### config.mk
export PLATFORM = sky130hd
export DESIGN_NAME = lidar_sector_velocity_guard_core_flat
export DESIGN_NICKNAME = d
export VERILOG_FILES = /design/src/hdl/lsvg_pkg.sv /design/src/hdl/lsvg_item_if.sv /design/src/hdl/lsvg_result_if.sv /design/src/hdl/lsvg_front.sv /design/src/hdl/lsvg_queue.sv /design/src/hdl/lsvg_back.sv /design/src/hdl/lidar_sector_velocity_guard_core.sv /design/src/flat_wrapper.sv
export SDC_FILE = /design/constraint.sdc
export NUM_CORES = 1
export LEC_CHECK = 0
export BUFFER_PORTS_ARGS = -buffer_cell sky130_fd_sc_hd__buf_2
export CAP_MARGIN = 0
export CORE_MARGIN = 2
export CORE_UTILIZATION = 55
export DETAILED_ROUTE_END_ITERATION = 10
export GPL_ROUTABILITY_DRIVEN = 1
export GPL_TIMING_DRIVEN = 0
export PLACE_DENSITY = 0.85
export SYNTH_ARGS = -nofsm -noshare
export SYNTH_HDL_FRONTEND = slang
export SYNTH_SLANG_ARGS = --single-unit
### constraint.sdc
create_clock -name i_clk -period 6.69 [get_ports i_clk]
set_input_delay 0.3345 -clock i_clk [delete_from_list [all_inputs] [get_ports i_clk]]
set_output_delay 0.3345 -clock i_clk [all_outputs]
set_load 0.01 [all_outputs]
### src/hdl/lsvg_pkg.sv
// ---------------------------------------------------------------------------
// lsvg_pkg
// shared types, constants and register codes of the sector velocity guard
// ---------------------------------------------------------------------------
package lsvg_pkg;

    // queue between the point/command classifier and the executor
    localparam int unsigned LSVG_QUEUE_DEPTH = 2;

    localparam int unsigned CFG_IDX_W  = 3;
    localparam int unsigned CFG_DATA_W = 16;
    localparam int unsigned N_SECTORS  = 6;

    // configuration register indexes
    typedef enum logic [CFG_IDX_W-1:0] {
        CFG_GUARD_ENABLED = 3'd0,
        CFG_STOP_RADIUS   = 3'd1,
        CFG_SLOW_RADIUS   = 3'd2,
        CFG_SLOW_SPEED    = 3'd3,
        CFG_MOUNT_YAW     = 3'd4,
        CFG_MIN_RANGE     = 3'd5,
        CFG_MAX_RANGE     = 3'd6
    } t_cfg_idx;

    // register reset values
    localparam logic        RST_GUARD_ENABLED = 1'b1;
    localparam logic [15:0] RST_STOP_RADIUS   = 16'd1000;
    localparam logic [15:0] RST_SLOW_RADIUS   = 16'd1500;
    localparam logic [14:0] RST_SLOW_SPEED    = 15'd150;
    localparam logic [15:0] RST_MOUNT_YAW     = 16'd0;
    localparam logic [15:0] RST_MIN_RANGE     = 16'd0;
    localparam logic [15:0] RST_MAX_RANGE     = 16'hFFFF;

    // angle arithmetic in hundredths of a degree, wide enough for sum and wrap
    typedef logic signed [18:0] t_angle;

    localparam t_angle HALF_TURN   = 19'sd18000;
    localparam t_angle FULL_TURN   = 19'sd36000;
    localparam t_angle WRAP2_LIMIT = 19'sd54000;
    localparam t_angle HALF_SECTOR = 19'sd3000;
    localparam t_angle CTR_60      = 19'sd6000;
    localparam t_angle CTR_120     = 19'sd12000;

    // sector bits: fwd, fwd-left, fwd-right, back, back-left, back-right
    localparam int unsigned SEC_FWD     = 0;
    localparam int unsigned SEC_FWD_L   = 1;
    localparam int unsigned SEC_FWD_R   = 2;
    localparam int unsigned SEC_BACK    = 3;
    localparam int unsigned SEC_BACK_L  = 4;
    localparam int unsigned SEC_BACK_R  = 5;

    localparam logic [N_SECTORS-1:0] FWD_MASK   = 6'b000111;
    localparam logic [N_SECTORS-1:0] BWD_MASK   = 6'b111000;
    localparam logic [N_SECTORS-1:0] LEFT_MASK  = 6'b010010;
    localparam logic [N_SECTORS-1:0] RIGHT_MASK = 6'b100100;

    localparam logic signed [15:0] MOVE_THRESH = 16'sd10;

    // one classified word in the queue
    typedef struct packed {
        logic                    is_cmd;
        logic                    first;
        logic                    last;
        logic [N_SECTORS-1:0]    slow_hits;
        logic [N_SECTORS-1:0]    stop_hits;
        logic signed [15:0]      vx;
        logic signed [15:0]      vy;
        logic signed [15:0]      wz;
    } t_item;

    typedef struct packed {
        logic signed [15:0] mount_yaw;
        logic [15:0]        min_range;
        logic [15:0]        max_range;
        logic [15:0]        stop_radius;
        logic [15:0]        slow_radius;
    } t_front_cfg;

    typedef struct packed {
        logic        enabled;
        logic [14:0] slow_speed;
    } t_back_cfg;

    typedef struct packed {
        logic signed [15:0] value;
        logic               stopped;
        logic               limited;
    } t_axis_res;

endpackage

### src/hdl/lsvg_item_if.sv
// ---------------------------------------------------------------------------
// lsvg_item_if
// input channel: laser points and velocity commands
// ---------------------------------------------------------------------------
interface lsvg_item_if;
    logic               valid;
    logic               ready;
    logic               mode;
    logic [15:0]        range_mm;
    logic               range_finite;
    logic signed [15:0] point_angle_cdeg;
    logic               scan_first;
    logic               scan_last;
    logic signed [15:0] cmd_linear_x;
    logic signed [15:0] cmd_linear_y;
    logic signed [15:0] cmd_angular_z;

    modport source (
        output valid, mode, range_mm, range_finite, point_angle_cdeg,
               scan_first, scan_last, cmd_linear_x, cmd_linear_y, cmd_angular_z,
        input  ready
    );

    modport sink (
        input  valid, mode, range_mm, range_finite, point_angle_cdeg,
               scan_first, scan_last, cmd_linear_x, cmd_linear_y, cmd_angular_z,
        output ready
    );
endinterface

### src/hdl/lsvg_result_if.sv
// ---------------------------------------------------------------------------
// lsvg_result_if
// output channel: guarded velocity commands
// ---------------------------------------------------------------------------
interface lsvg_result_if;
    logic               valid;
    logic               ready;
    logic signed [15:0] safe_linear_x;
    logic signed [15:0] safe_linear_y;
    logic signed [15:0] safe_angular_z;
    logic               x_stopped;
    logic               y_stopped;
    logic               x_limited;
    logic               y_limited;

    modport source (
        output valid, safe_linear_x, safe_linear_y, safe_angular_z,
               x_stopped, y_stopped, x_limited, y_limited,
        input  ready
    );

    modport sink (
        input  valid, safe_linear_x, safe_linear_y, safe_angular_z,
               x_stopped, y_stopped, x_limited, y_limited,
        output ready
    );
endinterface

### src/hdl/lsvg_front.sv
// ---------------------------------------------------------------------------
// lsvg_front
// accepts input words, checks point validity and finds the hit sectors
// ---------------------------------------------------------------------------
module lsvg_front
    import lsvg_pkg::*;
(
    input  t_front_cfg  i_cfg,
    lsvg_item_if.sink   i_item,
    input  logic        i_queue_ready,
    output logic        o_push,
    output t_item       o_entry
);

    t_angle                 raw_angle;
    t_angle                 wrapped;
    logic [N_SECTORS-1:0]   hits;
    logic                   pt_valid;

    assign i_item.ready = i_queue_ready;
    assign o_push       = i_item.valid && i_queue_ready;

    // bearing plus mounting yaw, folded back into [-180, 180] degrees
    always_comb begin
        raw_angle = t_angle'(i_item.point_angle_cdeg) + t_angle'(i_cfg.mount_yaw);
        if (raw_angle > HALF_TURN) begin
            if (raw_angle > WRAP2_LIMIT) begin
                wrapped = raw_angle - FULL_TURN - FULL_TURN;
            end else begin
                wrapped = raw_angle - FULL_TURN;
            end
        end else if (raw_angle < -HALF_TURN) begin
            if (raw_angle < -WRAP2_LIMIT) begin
                wrapped = raw_angle + FULL_TURN + FULL_TURN;
            end else begin
                wrapped = raw_angle + FULL_TURN;
            end
        end else begin
            wrapped = raw_angle;
        end
    end

    // inclusive sector windows; edges hit both neighbours
    always_comb begin
        hits = '0;
        hits[SEC_FWD]    = (wrapped >= -HALF_SECTOR) && (wrapped <= HALF_SECTOR);
        hits[SEC_FWD_L]  = (wrapped >= CTR_60 - HALF_SECTOR)
                        && (wrapped <= CTR_60 + HALF_SECTOR);
        hits[SEC_FWD_R]  = (wrapped >= -CTR_60 - HALF_SECTOR)
                        && (wrapped <= -CTR_60 + HALF_SECTOR);
        hits[SEC_BACK]   = (wrapped >= HALF_TURN - HALF_SECTOR)
                        || (wrapped <= -HALF_TURN + HALF_SECTOR);
        hits[SEC_BACK_L] = (wrapped >= CTR_120 - HALF_SECTOR)
                        && (wrapped <= CTR_120 + HALF_SECTOR);
        hits[SEC_BACK_R] = (wrapped >= -CTR_120 - HALF_SECTOR)
                        && (wrapped <= -CTR_120 + HALF_SECTOR);
    end

    assign pt_valid = i_item.range_finite
                   && (i_item.range_mm >= i_cfg.min_range)
                   && (i_item.range_mm <= i_cfg.max_range);

    always_comb begin
        o_entry.is_cmd    = i_item.mode;
        o_entry.first     = i_item.scan_first;
        o_entry.last      = i_item.scan_last;
        o_entry.slow_hits = (pt_valid && (i_item.range_mm <= i_cfg.slow_radius))
                          ? hits : '0;
        o_entry.stop_hits = (pt_valid && (i_item.range_mm <= i_cfg.stop_radius))
                          ? hits : '0;
        o_entry.vx        = i_item.cmd_linear_x;
        o_entry.vy        = i_item.cmd_linear_y;
        o_entry.wz        = i_item.cmd_angular_z;
    end

endmodule

### src/hdl/lsvg_queue.sv
// ---------------------------------------------------------------------------
// lsvg_queue
// short in-order queue of classified words between front and back
// ---------------------------------------------------------------------------
module lsvg_queue
    import lsvg_pkg::*;
#(
    parameter int unsigned DEPTH = LSVG_QUEUE_DEPTH
)
(
    input  logic    i_clk,
    input  logic    i_rst_n,
    input  logic    i_push,
    input  t_item   i_entry,
    output logic    o_ready,
    input  logic    i_pop,
    output logic    o_head_valid,
    output t_item   o_head
);

    localparam int unsigned PTR_W = (DEPTH > 1) ? $clog2(DEPTH) : 1;
    localparam int unsigned CNT_W = $clog2(DEPTH + 1);

    t_item              r_mem [DEPTH];
    logic [PTR_W-1:0]   r_wr_ptr, n_wr_ptr;
    logic [PTR_W-1:0]   r_rd_ptr, n_rd_ptr;
    logic [CNT_W-1:0]   r_count, n_count;

    assign o_ready      = (r_count != CNT_W'(DEPTH));
    assign o_head_valid = (r_count != '0);
    assign o_head       = r_mem[r_rd_ptr];

    always_comb begin
        n_wr_ptr = r_wr_ptr;
        n_rd_ptr = r_rd_ptr;
        n_count  = r_count;
        if (i_push) begin
            n_wr_ptr = (r_wr_ptr == PTR_W'(DEPTH - 1)) ? '0 : r_wr_ptr + 1'b1;
        end
        if (i_pop) begin
            n_rd_ptr = (r_rd_ptr == PTR_W'(DEPTH - 1)) ? '0 : r_rd_ptr + 1'b1;
        end
        if (i_push && !i_pop) begin
            n_count = r_count + 1'b1;
        end else if (!i_push && i_pop) begin
            n_count = r_count - 1'b1;
        end
    end

    always_ff @(posedge i_clk) begin
        if (!i_rst_n) begin
            r_wr_ptr <= '0;
            r_rd_ptr <= '0;
            r_count  <= '0;
        end else begin
            r_wr_ptr <= n_wr_ptr;
            r_rd_ptr <= n_rd_ptr;
            r_count  <= n_count;
        end
    end

    always_ff @(posedge i_clk) begin
        if (i_push) begin
            r_mem[r_wr_ptr] <= i_entry;
        end
    end

endmodule

### src/hdl/lsvg_back.sv
// ---------------------------------------------------------------------------
// lsvg_back
// folds points into the sector flags and guards commands against them
// ---------------------------------------------------------------------------
module lsvg_back
    import lsvg_pkg::*;
(
    input  logic            i_clk,
    input  logic            i_rst_n,
    input  t_back_cfg       i_cfg,
    input  logic            i_head_valid,
    input  t_item           i_head,
    output logic            o_pop,
    lsvg_result_if.source   o_result
);

    logic [N_SECTORS-1:0]   r_work_stop, n_work_stop;
    logic [N_SECTORS-1:0]   r_work_slow, n_work_slow;
    logic [N_SECTORS-1:0]   r_held_stop, n_held_stop;
    logic [N_SECTORS-1:0]   r_held_slow, n_held_slow;

    logic                   r_out_valid, n_out_valid;
    logic signed [15:0]     r_out_vx, r_out_vy, r_out_wz;
    logic                   r_out_xs, r_out_ys, r_out_xl, r_out_yl;

    logic                   out_free;
    logic                   pop_cmd;
    logic                   pop_pt;
    t_axis_res              res_x;
    t_axis_res              res_y;

    function automatic t_axis_res guard_axis(
        input logic signed [15:0]   v,
        input logic [N_SECTORS-1:0] pos_mask,
        input logic [N_SECTORS-1:0] neg_mask,
        input logic [N_SECTORS-1:0] stop_f,
        input logic [N_SECTORS-1:0] slow_f,
        input logic [14:0]          cap
    );
        logic [N_SECTORS-1:0]   mask;
        logic [15:0]            mag;
        logic [15:0]            cap_w;
        t_axis_res              res;
        mask  = (v > MOVE_THRESH) ? pos_mask
              : (v < -MOVE_THRESH) ? neg_mask : '0;
        mag   = v[15] ? 16'(-v) : 16'(v);
        cap_w = {1'b0, cap};
        if (mag > cap_w) begin
            mag = cap_w;
        end
        res.stopped = |(stop_f & mask);
        res.limited = !res.stopped && |(slow_f & mask);
        if (res.stopped) begin
            res.value = '0;
        end else if (res.limited) begin
            res.value = v[15] ? signed'(16'(-mag)) : signed'(mag);
        end else begin
            res.value = v;
        end
        return res;
    endfunction

    // a point retires at once; a command waits for a free output register
    assign out_free = !r_out_valid || o_result.ready;
    assign pop_cmd  = i_head_valid && i_head.is_cmd && out_free;
    assign pop_pt   = i_head_valid && !i_head.is_cmd;
    assign o_pop    = pop_cmd || pop_pt;

    assign res_x = guard_axis(i_head.vx, FWD_MASK, BWD_MASK,
                              r_held_stop, r_held_slow, i_cfg.slow_speed);
    assign res_y = guard_axis(i_head.vy, LEFT_MASK, RIGHT_MASK,
                              r_held_stop, r_held_slow, i_cfg.slow_speed);

    always_comb begin
        n_work_stop = r_work_stop;
        n_work_slow = r_work_slow;
        n_held_stop = r_held_stop;
        n_held_slow = r_held_slow;
        if (pop_pt) begin
            n_work_stop = (i_head.first ? '0 : r_work_stop) | i_head.stop_hits;
            n_work_slow = (i_head.first ? '0 : r_work_slow) | i_head.slow_hits;
            if (i_head.last) begin
                n_held_stop = n_work_stop;
                n_held_slow = n_work_slow;
            end
        end
    end

    always_comb begin
        n_out_valid = r_out_valid;
        if (pop_cmd) begin
            n_out_valid = 1'b1;
        end else if (o_result.ready) begin
            n_out_valid = 1'b0;
        end
    end

    always_ff @(posedge i_clk) begin
        if (!i_rst_n) begin
            r_work_stop <= '0;
            r_work_slow <= '0;
            r_held_stop <= '0;
            r_held_slow <= '0;
            r_out_valid <= 1'b0;
        end else begin
            r_work_stop <= n_work_stop;
            r_work_slow <= n_work_slow;
            r_held_stop <= n_held_stop;
            r_held_slow <= n_held_slow;
            r_out_valid <= n_out_valid;
        end
    end

    always_ff @(posedge i_clk) begin
        if (pop_cmd) begin
            r_out_wz <= i_head.wz;
            if (i_cfg.enabled) begin
                r_out_vx <= res_x.value;
                r_out_vy <= res_y.value;
                r_out_xs <= res_x.stopped;
                r_out_ys <= res_y.stopped;
                r_out_xl <= res_x.limited;
                r_out_yl <= res_y.limited;
            end else begin
                r_out_vx <= i_head.vx;
                r_out_vy <= i_head.vy;
                r_out_xs <= 1'b0;
                r_out_ys <= 1'b0;
                r_out_xl <= 1'b0;
                r_out_yl <= 1'b0;
            end
        end
    end

    assign o_result.valid          = r_out_valid;
    assign o_result.safe_linear_x  = r_out_vx;
    assign o_result.safe_linear_y  = r_out_vy;
    assign o_result.safe_angular_z = r_out_wz;
    assign o_result.x_stopped      = r_out_xs;
    assign o_result.y_stopped      = r_out_ys;
    assign o_result.x_limited      = r_out_xl;
    assign o_result.y_limited      = r_out_yl;

endmodule

### src/hdl/lidar_sector_velocity_guard_core.sv
// ---------------------------------------------------------------------------
// lidar_sector_velocity_guard_core
// sector obstacle guard: laser points build stop/slow flags, commands obey them
// ---------------------------------------------------------------------------
//
//  channel    | dir | handshake    | word
//  -----------+-----+--------------+-----------------------------------------
//  i_item     | in  | valid/ready  | laser point or velocity command
//  o_result   | out | valid/ready  | guarded command, one per command word
//  i_cfg_*    | in  | write enable | register index and 16-bit data
//
//  one word per cycle sustained while o_result takes its words; a command
//  is written to the queue when accepted and passes from the queue head to
//  the output register once that register is free, where o_result presents it
//  points never produce a word, they only update the sector flags
//  while o_result stalls a command waits at the queue head and the words
//  behind it stay queued in order; i_item stalls once the queue is full
//  synchronous active-low reset clears flags, queue and config to defaults
//
module lidar_sector_velocity_guard_core
    import lsvg_pkg::*;
#(
    parameter int unsigned QUEUE_DEPTH = LSVG_QUEUE_DEPTH
)
(
    input  logic                    i_clk,
    input  logic                    i_rst_n,
    lsvg_item_if.sink               i_item,
    lsvg_result_if.source           o_result,
    input  logic                    i_cfg_we,
    input  logic [CFG_IDX_W-1:0]    i_cfg_idx,
    input  logic [CFG_DATA_W-1:0]   i_cfg_data
);

    // configuration registers
    logic               r_guard_enabled;
    logic [15:0]        r_stop_radius;
    logic [15:0]        r_slow_radius;
    logic [14:0]        r_slow_speed;
    logic signed [15:0] r_mount_yaw;
    logic [15:0]        r_min_range;
    logic [15:0]        r_max_range;

    t_front_cfg         front_cfg;
    t_back_cfg          back_cfg;

    // front to queue, queue to back
    logic               push;
    logic               queue_ready;
    t_item              push_entry;
    logic               pop;
    logic               head_valid;
    t_item              head;

    always_ff @(posedge i_clk) begin
        if (!i_rst_n) begin
            r_guard_enabled <= RST_GUARD_ENABLED;
            r_stop_radius   <= RST_STOP_RADIUS;
            r_slow_radius   <= RST_SLOW_RADIUS;
            r_slow_speed    <= RST_SLOW_SPEED;
            r_mount_yaw     <= signed'(RST_MOUNT_YAW);
            r_min_range     <= RST_MIN_RANGE;
            r_max_range     <= RST_MAX_RANGE;
        end else if (i_cfg_we) begin
            case (t_cfg_idx'(i_cfg_idx))
                CFG_GUARD_ENABLED: r_guard_enabled <= i_cfg_data[0];
                CFG_STOP_RADIUS:   r_stop_radius   <= i_cfg_data;
                CFG_SLOW_RADIUS:   r_slow_radius   <= i_cfg_data;
                CFG_SLOW_SPEED:    r_slow_speed    <= i_cfg_data[14:0];
                CFG_MOUNT_YAW:     r_mount_yaw     <= signed'(i_cfg_data);
                CFG_MIN_RANGE:     r_min_range     <= i_cfg_data;
                CFG_MAX_RANGE:     r_max_range     <= i_cfg_data;
                default: begin
                    // unused index, write dropped
                end
            endcase
        end
    end

    // the angle and range settings feed the classifier, enable and speed rule the back
    always_comb begin
        front_cfg.mount_yaw   = r_mount_yaw;
        front_cfg.min_range   = r_min_range;
        front_cfg.max_range   = r_max_range;
        front_cfg.stop_radius = r_stop_radius;
        front_cfg.slow_radius = r_slow_radius;
        back_cfg.enabled      = r_guard_enabled;
        back_cfg.slow_speed   = r_slow_speed;
    end

    // classify: validity window, yaw fold, six sector compares
    lsvg_front u_front (
        .i_cfg          (front_cfg),
        .i_item         (i_item),
        .i_queue_ready  (queue_ready),
        .o_push         (push),
        .o_entry        (push_entry)
    );

    // in-order buffer so a stalled output does not stall the sensor side at once
    lsvg_queue #(
        .DEPTH          (QUEUE_DEPTH)
    ) u_queue (
        .i_clk          (i_clk),
        .i_rst_n        (i_rst_n),
        .i_push         (push),
        .i_entry        (push_entry),
        .o_ready        (queue_ready),
        .i_pop          (pop),
        .o_head_valid   (head_valid),
        .o_head         (head)
    );

    // execute: flag update for points, stop/slow rule for commands
    lsvg_back u_back (
        .i_clk          (i_clk),
        .i_rst_n        (i_rst_n),
        .i_cfg          (back_cfg),
        .i_head_valid   (head_valid),
        .i_head         (head),
        .o_pop          (pop),
        .o_result       (o_result)
    );

endmodule
### src/flat_wrapper.sv
// flat-port wrapper written by rule: the top's interface ports become plain ports
module lidar_sector_velocity_guard_core_flat import lsvg_pkg::*;
#(
    parameter int unsigned QUEUE_DEPTH = LSVG_QUEUE_DEPTH
)
  (i_clk, i_rst_n, i_cfg_we, i_cfg_idx, i_cfg_data, i_item_valid, i_item_mode, i_item_range_mm, i_item_range_finite, i_item_point_angle_cdeg, i_item_scan_first, i_item_scan_last, i_item_cmd_linear_x, i_item_cmd_linear_y, i_item_cmd_angular_z, i_item_ready, o_result_valid, o_result_safe_linear_x, o_result_safe_linear_y, o_result_safe_angular_z, o_result_x_stopped, o_result_y_stopped, o_result_x_limited, o_result_y_limited, o_result_ready);
  lsvg_item_if i_item_i ();
  lsvg_result_if o_result_i ();
  input  logic i_clk;
  input  logic i_rst_n;
  input  logic i_cfg_we;
  input  logic [CFG_IDX_W-1:0] i_cfg_idx;
  input  logic [CFG_DATA_W-1:0] i_cfg_data;
  input wire logic [$bits(i_item_i.valid)-1:0] i_item_valid;
  input wire logic [$bits(i_item_i.mode)-1:0] i_item_mode;
  input wire logic [$bits(i_item_i.range_mm)-1:0] i_item_range_mm;
  input wire logic [$bits(i_item_i.range_finite)-1:0] i_item_range_finite;
  input wire logic [$bits(i_item_i.point_angle_cdeg)-1:0] i_item_point_angle_cdeg;
  input wire logic [$bits(i_item_i.scan_first)-1:0] i_item_scan_first;
  input wire logic [$bits(i_item_i.scan_last)-1:0] i_item_scan_last;
  input wire logic [$bits(i_item_i.cmd_linear_x)-1:0] i_item_cmd_linear_x;
  input wire logic [$bits(i_item_i.cmd_linear_y)-1:0] i_item_cmd_linear_y;
  input wire logic [$bits(i_item_i.cmd_angular_z)-1:0] i_item_cmd_angular_z;
  output wire logic [$bits(i_item_i.ready)-1:0] i_item_ready;
  output wire logic [$bits(o_result_i.valid)-1:0] o_result_valid;
  output wire logic [$bits(o_result_i.safe_linear_x)-1:0] o_result_safe_linear_x;
  output wire logic [$bits(o_result_i.safe_linear_y)-1:0] o_result_safe_linear_y;
  output wire logic [$bits(o_result_i.safe_angular_z)-1:0] o_result_safe_angular_z;
  output wire logic [$bits(o_result_i.x_stopped)-1:0] o_result_x_stopped;
  output wire logic [$bits(o_result_i.y_stopped)-1:0] o_result_y_stopped;
  output wire logic [$bits(o_result_i.x_limited)-1:0] o_result_x_limited;
  output wire logic [$bits(o_result_i.y_limited)-1:0] o_result_y_limited;
  input wire logic [$bits(o_result_i.ready)-1:0] o_result_ready;
  assign i_item_i.valid = i_item_valid;
  assign i_item_i.mode = i_item_mode;
  assign i_item_i.range_mm = i_item_range_mm;
  assign i_item_i.range_finite = i_item_range_finite;
  assign i_item_i.point_angle_cdeg = i_item_point_angle_cdeg;
  assign i_item_i.scan_first = i_item_scan_first;
  assign i_item_i.scan_last = i_item_scan_last;
  assign i_item_i.cmd_linear_x = i_item_cmd_linear_x;
  assign i_item_i.cmd_linear_y = i_item_cmd_linear_y;
  assign i_item_i.cmd_angular_z = i_item_cmd_angular_z;
  assign i_item_ready = i_item_i.ready;
  assign o_result_valid = o_result_i.valid;
  assign o_result_safe_linear_x = o_result_i.safe_linear_x;
  assign o_result_safe_linear_y = o_result_i.safe_linear_y;
  assign o_result_safe_angular_z = o_result_i.safe_angular_z;
  assign o_result_x_stopped = o_result_i.x_stopped;
  assign o_result_y_stopped = o_result_i.y_stopped;
  assign o_result_x_limited = o_result_i.x_limited;
  assign o_result_y_limited = o_result_i.y_limited;
  assign o_result_i.ready = o_result_ready;
  lidar_sector_velocity_guard_core #(.QUEUE_DEPTH(QUEUE_DEPTH)) u_core (.i_clk(i_clk), .i_rst_n(i_rst_n), .i_item(i_item_i), .o_result(o_result_i), .i_cfg_we(i_cfg_we), .i_cfg_idx(i_cfg_idx), .i_cfg_data(i_cfg_data));
endmodule
# Yosys cells after proc, flatten, opt, wreduce, memory -nomap -nowiden
# Memories as Yosys holds them, arrays and structs flattened. A register that Yosys moved wholly into a read port is not among the register bits.
# Index checks and enable logic that the tools add are counted.
[word_totals]
reg_bits = 177
latch_bits = 0
mem_bits_rw = 126
mem_bits_ro = 0
input_bits = 108
output_inout_bits = 54
n_memories = 1
[mem_list]
columns = ["memory", "depth", "word_bits", "read_ports", "rd_clocked_by_memory_dff", "wr", "line_no", "text"]
rows = [
  ["u_core.u_queue.r_mem", 2, 63, 1, 1, 1, "lsvg_queue.sv:24", "t_item r_mem [DEPTH];"],
]
[op_classes]
n_addsub = 13
n_mul = 0
n_div = 0
n_lt_le_gt_ge = 26
eq_ne = 7
shifts = 0
n_mux = 34
bitwise = 6
reduce_logical = 42
[op_table]
columns = ["cell", "n"]
rows = [
  ["2-to-1 mux 16 bit", 12],
  ["greater-or-equal comparator 19 x 15 -> 1 bit, second input constant", 4],
  ["<= comparator 19 x 15 -> 1 bit, second input constant", 4],
  ["2-to-1 mux 19 bit", 4],
  ["negation 16 bit", 4],
  ["<= comparator 16 bit", 3],
  ["2-to-1 mux 6 bit", 8],
  ["greater-or-equal comparator 19 x 13 -> 1 bit, second input constant", 2],
  ["<= comparator 19 x 13 -> 1 bit, second input constant", 2],
  ["> comparator 16 x 15 -> 1 bit", 2],
  ["> comparator 16 x 5 -> 1 bit, second input constant", 2],
  ["< comparator 16 x 5 -> 1 bit, second input constant", 2],
  ["AND 6 bit", 4],
  ["OR reduction 6 bit", 4],
  ["adder 19 x 17 -> 19 bit, second input constant", 1],
  ["subtractor 19 x 17 -> 19 bit, second input constant", 1],
  ["adder 17 x 17 -> 18 bit, second input constant", 1],
  ["subtractor 17 x 17 -> 18 bit, second input constant", 1],
  ["adder 16 x 16 -> 17 bit", 1],
  ["> comparator 17 x 16 -> 1 bit, second input constant", 1],
  ["> comparator 17 bit, second input constant", 1],
  ["logical AND 1 bit", 17],
  ["< comparator 17 x 16 -> 1 bit, second input constant", 1],
  ["< comparator 17 bit, second input constant", 1],
  ["other kinds (16)", 45],
]

# Logic depth before layout (Yosys ltp)
# Gate-level depths: netlist (run 1).
[depth]
ltp_word = 10
depth_mapped = 32

# Hierarchy
# Synthesis (run 1) repeated with hierarchy kept, for this count alone.
[unflattened]
hier_cells = 2077
hier_area_um2 = 20345.8
[modules_own_cells]
columns = ["mod", "n_inst", "cells_per_inst", "area_per_inst_um2", "seq_area_each_um2"]
rows = [
  ["lsvg_back", 1, 714, 6302.3, 2062.0],
  ["lsvg_front", 1, 792, 5529.1, 0.0],
  ["lsvg_queue", 1, 218, 4784.6, 3883.7],
  ["lidar_sector_velocity_guard_core", 1, 353, 3729.8, 1921.8],
]

# Worst setup path after synthesis (run 1)
# No wires, ideal clock.
[synth_timing]
path_kind = "flip-flop to flip-flop"
from = "reg with a tool-made name"
to = "reg u_core.u_queue.r_count[1]"
setup_ns = 0.076
t_arrival_ns = 7.032
required_time_ns = 6.614
path_slack_ns = -0.417
path_stages_with_launch = 13
n_path_buf = 6
path_cell_list = "dfxtp_1 clkbuf_1 buf_2 buf_2 buf_2 buf_2 buf_1 mux2i_1 nor3_1 nor2_1 ha_1 or3_1 a21boi_0"
[synth_lines]
columns = ["element", "line_no", "text"]
rows = [
  ["end signal, assigned", "lsvg_queue.sv:58", "r_count <= n_count;"],
  ["end, declared", "lsvg_queue.sv:27", "logic [CNT_W-1:0] r_count, n_count;"],
]

==> flow_metrics.py, run 1 <==
metrics = {
    "run": {
        "max-cap-violations": 0,
    },
    "sta": {
        "slew_headroom_pct": 34.7,
        "slew_violations": 0,
        "worstMarginPinSlew_ns": 0.978,
        "final.setup_skew_ns": 0.0186,
        "finalHoldViolCount": 0,
        "fin_crit_sh_pct": 96.8,
        "min_period_ns": 6.48,
        "clock.fmax_mhz": 154,
        "timing.setup.tns_ns": 0,
        "final-setup-viol-count": 0,
    },
    "cells_and_area": {
        "largest_reg_flops": 126,
        "diodes": 0,
        "fin_nets": 2520,
        "finalNonFillerCells": 2767,
        "drive_above_1_share_pct": 15.1,
        "largest_register": "u_core.u_queue.r_mem",
        "area_growth_pct": 16.6,
    },
    "yosys": {
        "syn_area_per_cell_sq_um": 9.44,
        "syn_inst": 2035,
        "synth_nets": 2268,
        "yosysUniqueCellTypes": 108,
        "ys_async_sr_fraction_pct": 0,
        "ys_seq_elements": 304,
        "syn_area_sq_um": 19200,
        "ys_warn_count": 0,
        "synthFlopType": "edfxtp_1",
        "ys_seq_area_share_pct": 41.0,
        "synth_edf_count": 178,
    },
    "critical_path": {
        "worst-path-max-fanout": 11,
        "worstPathRequired_ns": 7.13,
        "critPathLaunchType": "flip-flop",
        "cpMaxStageDelayCell": "or4_1",
        "crit_path_end_kind": "flip-flop",
        "max_stage_delay_ns": 0.53,
        "crit_arrival_ns": 6.92,
        "worst-setup-path-type": "flip-flop to flip-flop",
    },
    "global_route": {
        "antenna_found_initial": 0,
        "grt_max_degree": 64,
        "overflow": 0,
        "grt_pass1_wl_um": 92500,
        "grt_pass1_vias": 17700,
        "grt.total_usage_pct": 32.0,
    },
    "drt": {
        "drt-initial-drc-count": 2006,
        "wl_per_cell_um": 21.5,
        "vias_per_cell": 6.40,
        "vias": 17700,
        "route.detailed.drc": 0,
        "wl_um": 59500,
        "ant_nets": 0,
        "drt_pass1_iterations": 7,
    },
    "pwr": {
        "vdd_drop_max_mv": 0.251,
        "powerDensity_nw_per_um2": 354,
        "p_total_uw": 7920,
        "p_leak_uw": 0.00869,
    },
    "floorplanning": {
        "die_y_um": 191,
        "io_pins": 162,
        "coreArea_sq_um": 34500,
        "start_util_pct": 55.7,
        "die-area_sq_um": 36400,
        "die_w_um": 191,
        "row_count": 68,
    },
    "clock_tree": {
        "clk_path_buf_depth": 3,
        "clockRootBuffer": "clkbuf_16",
        "htree_levels": 1,
        "cts_made_buffers": 31,
        "cts.sink_count": 304,
        "cts_tree": "built",
        "clk_pin_slew_ns": 0.06,
        "insertion_delay_ns": 0.59,
    },
    "place": {
        "dp_cells": 2656,
        "port_buffers": 161,
        "place_congestion": 1.01,
        "dp_hpwl_um": 42100,
    },
    "status": {
        "outcome": "finished clean",
    },
    "worst_hold_path": {
        "hp-class": "input port to flip-flop",
    },
}
path summary, 6_finish.rpt:
| check | start | slack (ns) | depth (start not counted) | endpoint |
|---|---|---|---|---|
| max | flip-flop | 0.21 | 27 | u_core.u_back.o_result.safe_linear_x[12] |
| min | i_cfg_data[1] | 0.08 | 3 | u_core.r_min_range[1] |
| max reg2reg | flip-flop | 0.21 | 27 | u_core.u_back.o_result.safe_linear_x[12] |
| min reg2reg | u_core.r_min_range[1] | 0.46 | 2 | u_core.r_min_range[1] |
synth_stat cells (44+ instances only):
cell,number,area [sq um]
clkbuf_1,60,225
mux2i_1,70,701
xnor2_1,44,385
edfxtp_1,178,5350
ha_1,124,1550
nor2_1,157,589
a21oi_1,104,521
o21ai_0,63,315
a21boi_0,66,495
o211ai_1,47,353
inv_1,103,387
dfxtp_1,126,2520
nand3_1,55,275
nand2_1,251,942
power breakdown:
part,internal (uW),leakage (uW),switching (uW),total (uW)
clock network,955,0.000500,767,1720
logic,1350,0.00549,2230,3580
registers,2450,0.00270,166,2610
total,4750,0.00869,3170,7920
final cells by class:
cell class / count / area [sq um]
multi-input cells: 1534 / 10700
inverters: 104 / 392
clock inverters: 21 / 174
clock buffers: 37 / 818
flip-flops and latches: 304 / 7870
fillers: 2678 / 12100
repair buffers: 222 / 1460
plain buffers: 90 / 442
well taps: 455 / 569
cell usage in the layout (no fill, tap or decap), types with 36 or more instances in the layout:
master	n
edfxtp_1	178
mux2i_1	64
nand3_1	54
dfxtp_1	125
a21boi_0	66
buf_2	177
xnor2_1	43
dlygate4sd3_1	51
inv_1	103
ha_1	123
o211ai_1	47
nand2_1	251
a21oi_1	102
o21ai_0	61
clkbuf_1	59
nor2_1	155
nor3_1	36
critical path, delay by kind of cell, from the launching register on:
family                     cells  cell delay [ns]
and+or+nand+nor               10             1.67
AOI/OAI and AO/OA              7             1.53
buffers and inverters          5             1.07
muxes                          2             0.74
adders and majority gates      2             0.57
DFF                            1             0.42
xor gates and xnor gates       1             0.30
metrics by stage:
stage	area (sq um)	setup slack, ns	hold slack, ns	utilization [%]
after detailed placement	20700	-1.71	0.457	60.1
final	22400	0.214	0.0802	65.0
after global placement	20600	-1.66	0.450	59.7
after global routing	22400	-0.0541	0.0820	65.0
after CTS	22300	0.0147	0.0677	64.8
after floorplan	19200	0.0641	0.433	-
per-layer routing:
metal / GRT usage [%] / vias up / part of all wire [%] / wire [um]
li1: - / 8066 / - / -
met1: 37.4 / 8399 / 37 / 22000
met2: 56.4 / 973 / 49 / 29400
met3: 4.60 / 265 / 8.2 / 4870
met4: 17.7 / 0 / 5.6 / 3320
met5: 0 / - / 0 / 0
timing repair:
| item | 4_1_cts | 5_1_grt |
|---|---|---|
| hold buffers | 51 | 0 |
| resized for setup | 25 | 17 |
| endpoints found under the setup margin | 31 | 15 |
| setup buffers | 4 | 1 |
| pin swaps | 2 | 0 |
| hold endpoints to repair | 102 | 0 |
kinds of logic after synthesis:
logic type,count (synthesis),share of synthesized area [%]
compound gates,560,21.1
xor+xnor,80,3.84
fa+ha+maj,125,8.18
buf+inv,197,4.18
flops,304,41.0
mux,95,5.11
simple gates,674,16.6
No activity file was read; power rests on OpenSTA's default activity.
==> inputs of run 2 (changes only) <==
--- a/config.mk
+++ b/config.mk
@@ -12,6 +12,7 @@
 export DETAILED_ROUTE_END_ITERATION = 10
 export GPL_ROUTABILITY_DRIVEN = 1
 export GPL_TIMING_DRIVEN = 0
+export MAX_ROUTING_LAYER = met4
 export PLACE_DENSITY = 0.85
 export SYNTH_ARGS = -nofsm -noshare
 export SYNTH_HDL_FRONTEND = slang
==> run 2 against run 1 <==
Final cell count decreased by 0.22%. Hold slack improved by 0.022 ns. Sequential power about the same. Critical path depth decreased by 2. Clock skew about the same. Non-clock buffer count decreased by 3. First-iteration DRC count decreased by 13%. Largest power group unchanged. Sequential share of layout area about the same.
==> flow_metrics.py, run 2 (synthesized netlist as in run 1, its figures left out) <==
metrics = {
    "status": {
        "outcome": "finished clean",
    },
    "floorplanning": {
        "io_pins": 162,
        "die-area_sq_um": 36400,
        "coreArea_sq_um": 34500,
        "start_util_pct": 55.7,
        "die_w_um": 191,
        "die_y_um": 191,
        "row_count": 68,
    },
    "pwr": {
        "vdd_drop_max_mv": 0.306,
        "powerDensity_nw_per_um2": 355,
        "p_leak_uw": 0.00867,
    },
    "cells_and_area": {
        "fin_nets": 2516,
        "largest_register": "u_core.u_queue.r_mem",
        "largest_reg_flops": 126,
        "drive_above_1_share_pct": 14.9,
        "design_area_sq_um": 22400,
        "area_growth_pct": 16.4,
        "final_common_cell": "nand2_1",
        "diodes": 0,
        "layout_common_cells": "251 x nand2_1, 178 x edfxtp_1, 176 x buf_2",
    },
    "sta": {
        "final-setup-viol-count": 0,
        "fin_crit_sh_pct": 95.9,
        "timing.setup.tns_ns": 0,
        "finalHoldViolCount": 0,
        "setup_ws_ns": 0.276,
        "rsz0062_at_grt": "false",
        "clock.fmax_mhz": 156,
        "min_period_ns": 6.41,
        "worstMarginPinSlew_ns": 0.952,
        "slew_headroom_pct": 36.2,
        "final.setup_skew_ns": 0.0182,
        "slew_violations": 0,
    },
    "clock_tree": {
        "clk_path_buf_depth": 3,
        "insertion_delay_ns": 0.58,
        "clockRootBuffer": "clkbuf_16",
        "cts_tree": "built",
        "cts.sink_count": 304,
        "cts_made_buffers": 30,
        "htree_levels": 1,
        "clk_pin_slew_ns": 0.07,
    },
    "worst_hold_path": {
        "hp-class": "input port to flip-flop",
    },
    "drt": {
        "wl_per_cell_um": 21.7,
        "route.detailed.drc": 0,
        "vias": 17700,
        "ant_nets": 0,
        "vias_per_cell": 6.39,
        "drt-initial-drc-count": 1748,
        "wl_um": 59800,
        "drt_pass1_iterations": 6,
    },
    "critical_path": {
        "critPathLaunchType": "flip-flop",
        "crit_path_end_kind": "flip-flop",
        "crit_arrival_ns": 6.85,
        "worst-path-max-fanout": 19,
        "worstPathRequired_ns": 7.13,
        "worst-setup-path-type": "flip-flop to flip-flop",
    },
    "place": {
        "port_buffers": 161,
        "placed_cell_area_sq_um": 20700,
        "dp_hpwl_um": 43000,
        "place_congestion": 0.977,
        "pre_cts_ws_ns": -1.83,
    },
    "global_route": {
        "grt.total_usage_pct": 33.4,
        "antenna_found_initial": 0,
        "grt_max_degree": 64,
        "grt_pass1_vias": 17300,
        "overflow": 0,
        "grt_pass1_wl_um": 93200,
    },
    "run": {
        "max-cap-violations": 0,
    },
}
-- run 2: cell types whose count changed in the layout (fill, tap and decap cells not counted), moves of 2 or more --
cell,change
mux2i_4,-3
buf_8,-2
mux2i_2,+2
clkinv_1,-5
clkbuf_8,+7
clkbuf_1,+3
inv_4,-2
clkinv_2,-4
-- run 2: worst max-delay path: stages, from the launching register on --
cell	delay, ns
dfxtp_2	0.47
buf_12	0.21
buf_2	0.33
mux2_2	0.47
clkbuf_1	0.30
o21ai_0	0.51
ha_1	0.35
nor2b_1	0.14
o21a_1	0.16
o21a_1	0.17
o21bai_1	0.12
a21oi_1	0.08
o31a_1	0.28
o21a_1	0.18
o21a_1	0.18
o21a_2	0.27
nor2_2	0.14
buf_6	0.19
nand2_1	0.06
o21ai_0	0.12
ha_2	0.31
nand3_1	0.17
mux2i_2	0.24
nand3_1	0.17
or4_1	0.54
nand3_1	0.10
-- run 2: stage by stage --
step	utilization [%]	std cells	hold slack [ns]	power, uW
finish	64.9	2761	0.102	7940
global route	64.9	2761	0.0985	8300
CTS	64.8	2764	0.0886	7760
detailed placement	60.1	2656	0.458	5960
global placement	59.7	2651	0.450	5840
floorplan	-	2035	0.433	4920
-- run 2: timing repair --
action	4_1_cts	5_1_grt
gates resized for setup	20	15
pin swaps	2	0
setup buffers	4	0
setup endpoints to repair	31	31
hold endpoints to repair	102	0
hold buffers	51	0
-- run 2: where the power goes --
group	internal [uW]	leakage (uW)	switching [uW]
Clock	990	0.000500	746
Combinational	1330	0.00547	2260
Sequential	2450	0.00270	165
-- run 2: area by class of cell --
class	instances	area (sq um)
buffer	88	430
fill	2657	12100
inverter	104	392
sequential	304	7870
clock inverter	8	92.6
timing repair buffer	221	1460
clock buffer	47	926
multi-input combinational	1534	10600
tap	455	569
-- run 2: path summary, 6_finish.rpt --
kind / start / slack (ns) / cells after the start / endpoint
max: flip-flop / 0.28 / 25 / u_core.u_back.o_result.safe_linear_x[12]
min: i_cfg_data[0] / 0.10 / 3 / u_core.r_min_range[0]
max reg2reg: flip-flop / 0.28 / 25 / u_core.u_back.o_result.safe_linear_x[12]
min reg2reg: u_core.r_min_range[4] / 0.47 / 2 / u_core.r_min_range[4]
-- run 2: per-layer routing --
| layer | GRT usage (%) | part of all wire, % | up-vias |
|---|---|---|---|
| li1 | - | - | 8048 |
| met1 | 39.1 | 38 | 8391 |
| met2 | 55.8 | 48 | 942 |
| met3 | 4.82 | 7.5 | 270 |
| met4 | 17.0 | 5.8 | 0 |
| met5 | - | 0 | - |
==> inputs of run 3 (changes only) <==
--- a/config.mk
+++ b/config.mk
@@ -5,15 +5,15 @@
 export SDC_FILE = /design/constraint.sdc
 export NUM_CORES = 1
 export LEC_CHECK = 0
-export BUFFER_PORTS_ARGS = -buffer_cell sky130_fd_sc_hd__buf_2
 export CAP_MARGIN = 0
 export CORE_MARGIN = 2
-export CORE_UTILIZATION = 55
+export CORE_UTILIZATION = 60
 export DETAILED_ROUTE_END_ITERATION = 10
+export DONT_BUFFER_PORTS = 1
 export GPL_ROUTABILITY_DRIVEN = 1
 export GPL_TIMING_DRIVEN = 0
 export MAX_ROUTING_LAYER = met4
-export PLACE_DENSITY = 0.85
+export PLACE_DENSITY = 0.84
 export SYNTH_ARGS = -nofsm -noshare
 export SYNTH_HDL_FRONTEND = slang
 export SYNTH_SLANG_ARGS = --single-unit
==> constraint.sdc (replaced) <==
create_clock -name i_clk -period 8.3 [get_ports i_clk]
set_input_delay 0.415 -clock i_clk [delete_from_list [all_inputs] [get_ports i_clk]]
set_output_delay 0.415 -clock i_clk [all_outputs]
set_load 0.01 [all_outputs]
==> run 3 against run 2 <==
Setup slack better by 0.34 ns. Critical path depth increased by 5. Flip-flop and latch count stayed put. Die area decreased by 8.2%. Final cell count down 7.5%. Cell area shrank 3.7%. Register-to-register slack improved by 0.34 ns. Via count is 3.9% lower. Highest routed layer unchanged.
==> flow_metrics.py, run 3 (synthesized netlist as in run 1, its figures left out) <==
metrics = {
    "run": {
        "max-cap-violations": 0,
    },
    "sta": {
        "final.setup_skew_ns": 0.0266,
        "worstMarginPinSlew_ns": 1.00,
        "setup_ws_ns": 0.615,
        "hold_slack_ns": 0.0110,
        "clock.fmax_mhz": 130,
        "min_period_ns": 7.69,
        "rsz0062_at_grt": "false",
        "slew_headroom_pct": 31.5,
        "final-setup-viol-count": 0,
        "slew_violations": 0,
        "finalHoldViolCount": 0,
        "fin_crit_sh_pct": 92.6,
    },
    "clock_tree": {
        "clk_path_buf_depth": 3,
        "clockRootBuffer": "clkbuf_16",
        "insertion_delay_ns": 0.53,
        "htree_levels": 2,
        "clk_pin_slew_ns": 0.07,
        "cts_tree": "built",
        "post-cts-setup-buffers": 0,
        "cts.sink_count": 304,
        "cts_made_buffers": 34,
    },
    "cells_and_area": {
        "fin_nets": 2360,
        "largest_register": "u_core.u_queue.r_mem",
        "finalNonFillerCells": 2554,
        "fin_util_pct": 68.3,
        "largest_reg_flops": 126,
        "area_growth_pct": 12.2,
        "drive_above_1_share_pct": 8.23,
        "final_common_cell": "nand2_1",
        "layout_common_cells": "251 x nand2_1, 178 x edfxtp_1, 156 x nor2_1",
    },
    "critical_path": {
        "max_stage_delay_ns": 0.56,
        "worstPathRequired_ns": 8.68,
        "critPathLaunchType": "flip-flop",
        "crit_path_end_kind": "flip-flop",
        "worst-setup-path-type": "flip-flop to flip-flop",
        "crit_arrival_ns": 8.07,
        "reg2reg_depth": 30,
        "crit_top_cell": "clkbuf_4",
        "cpMaxStageDelayCell": "or4_1",
        "worst-path-max-fanout": 19,
    },
    "worst_hold_path": {
        "hp-class": "input port to flip-flop",
        "min_path_cells": 2,
    },
    "floorplanning": {
        "io_pins": 162,
        "coreArea_sq_um": 31600,
        "die_w_um": 183,
        "row_count": 65,
        "start_util_pct": 60.9,
        "die-area_sq_um": 33500,
        "die_y_um": 183,
    },
    "global_route": {
        "overflow": 0,
        "grt_pass1_wl_um": 89900,
        "antenna_found_initial": 0,
        "grt_max_degree": 64,
        "grt_pass1_vias": 16500,
        "grt.total_usage_pct": 35.2,
    },
    "drt": {
        "drt-initial-drc-count": 1593,
        "route.detailed.drc": 0,
        "vias": 17000,
        "vias_per_cell": 6.64,
        "wl_um": 58400,
        "wl_per_cell_um": 22.9,
        "drt_pass1_iterations": 8,
        "ant_nets": 0,
    },
    "pwr": {
        "vdd_drop_max_mv": 0.178,
        "p_total_uw": 6400,
        "p_leak_uw": 0.00808,
        "powerDensity_nw_per_um2": 297,
    },
    "place": {
        "pre_cts_ws_ns": -0.595,
        "dp_cells": 2444,
        "port_buffers": 0,
        "dp_hpwl_um": 42000,
        "place_congestion": 0.980,
    },
    "status": {
        "outcome": "finished clean",
    },
}
## run 3: changes by cell type in the layout (fill, tap and decap cells not counted), sizes merged
cell / before / now
buf: 199 / 35
clkbuf: 106 / 104
bufinv: 1 / 5
inv: 103 / 108
diode: 0 / 1
clkinv: 7 / 9
## run 3: timing repair
item | in CTS | in global routing
setup endpoints to repair | 6 | 5
pin swaps | 0 | 0
hold buffers | 51 | 0
hold endpoints to repair | 102 | 0
gates cloned | 0 | 0
resized for setup | 7 | 6
## run 3: metrics by stage
step                      instance area (sq um)  setup TNS (ns)
after floorplan                           19200               0
after global placement                    19700          -38.55
after detailed placement                  19800           -2.07
after CTS                                 21500               0
after global routing                      21500               0
final                                     21500               0
## run 3: cell type report
| type | instances | area, sq um |
|---|---|---|
| multi-input cells | 1534 | 10600 |
| fillers | 2387 | 10000 |
| flip-flops and latches | 304 | 7870 |
| clock buffers | 41 | 927 |
| repair buffers | 58 | 603 |
| well taps | 402 | 503 |
| plain buffers | 91 | 415 |
| inverters | 104 | 392 |
| clock inverters | 19 | 254 |
| diodes | 1 | 2.50 |
## run 3: power breakdown
group / leakage [uW] / total, uW / internal (uW) / switching [uW]
Clock: 0.000583 / 1620 / 961 / 654
Sequential: 0.00270 / 2180 / 1980 / 196
Combinational: 0.00480 / 2610 / 942 / 1670
Total: 0.00808 / 6400 / 3880 / 2520
## run 3: path summary, 6_finish.rpt
check	startpoint	slack, ns	to
max	flip-flop	0.61	u_core.u_back.o_result.safe_linear_x[12]
min	i_cfg_data[0]	0.01	u_core.r_guard_enabled
max reg2reg	flip-flop	0.61	u_core.u_back.o_result.safe_linear_x[12]
min reg2reg	u_core.r_min_range[12]	0.46	u_core.r_min_range[12]
## run 3: layer usage
layer	share of wire, %	track usage, %	up-vias
met5	0	-	-
met4	6.0	18.8	0
met3	6.9	5.18	280
met2	48	59.1	872
met1	39	41.1	8066
li1	-	-	7749
## run 3: worst max-delay path, delay by kind of cell (launching register included)
kind | cells | cell delay [ns]
buffers and inverters | 7 | 2.17
AND/OR/NAND/NOR | 9 | 1.76
AO/OA/AOI/OAI | 8 | 1.52
adder cells (fa/ha/maj) | 3 | 0.82
multiplexers | 2 | 0.67
flip-flops | 1 | 0.33
XOR/XNOR | 1 | 0.27
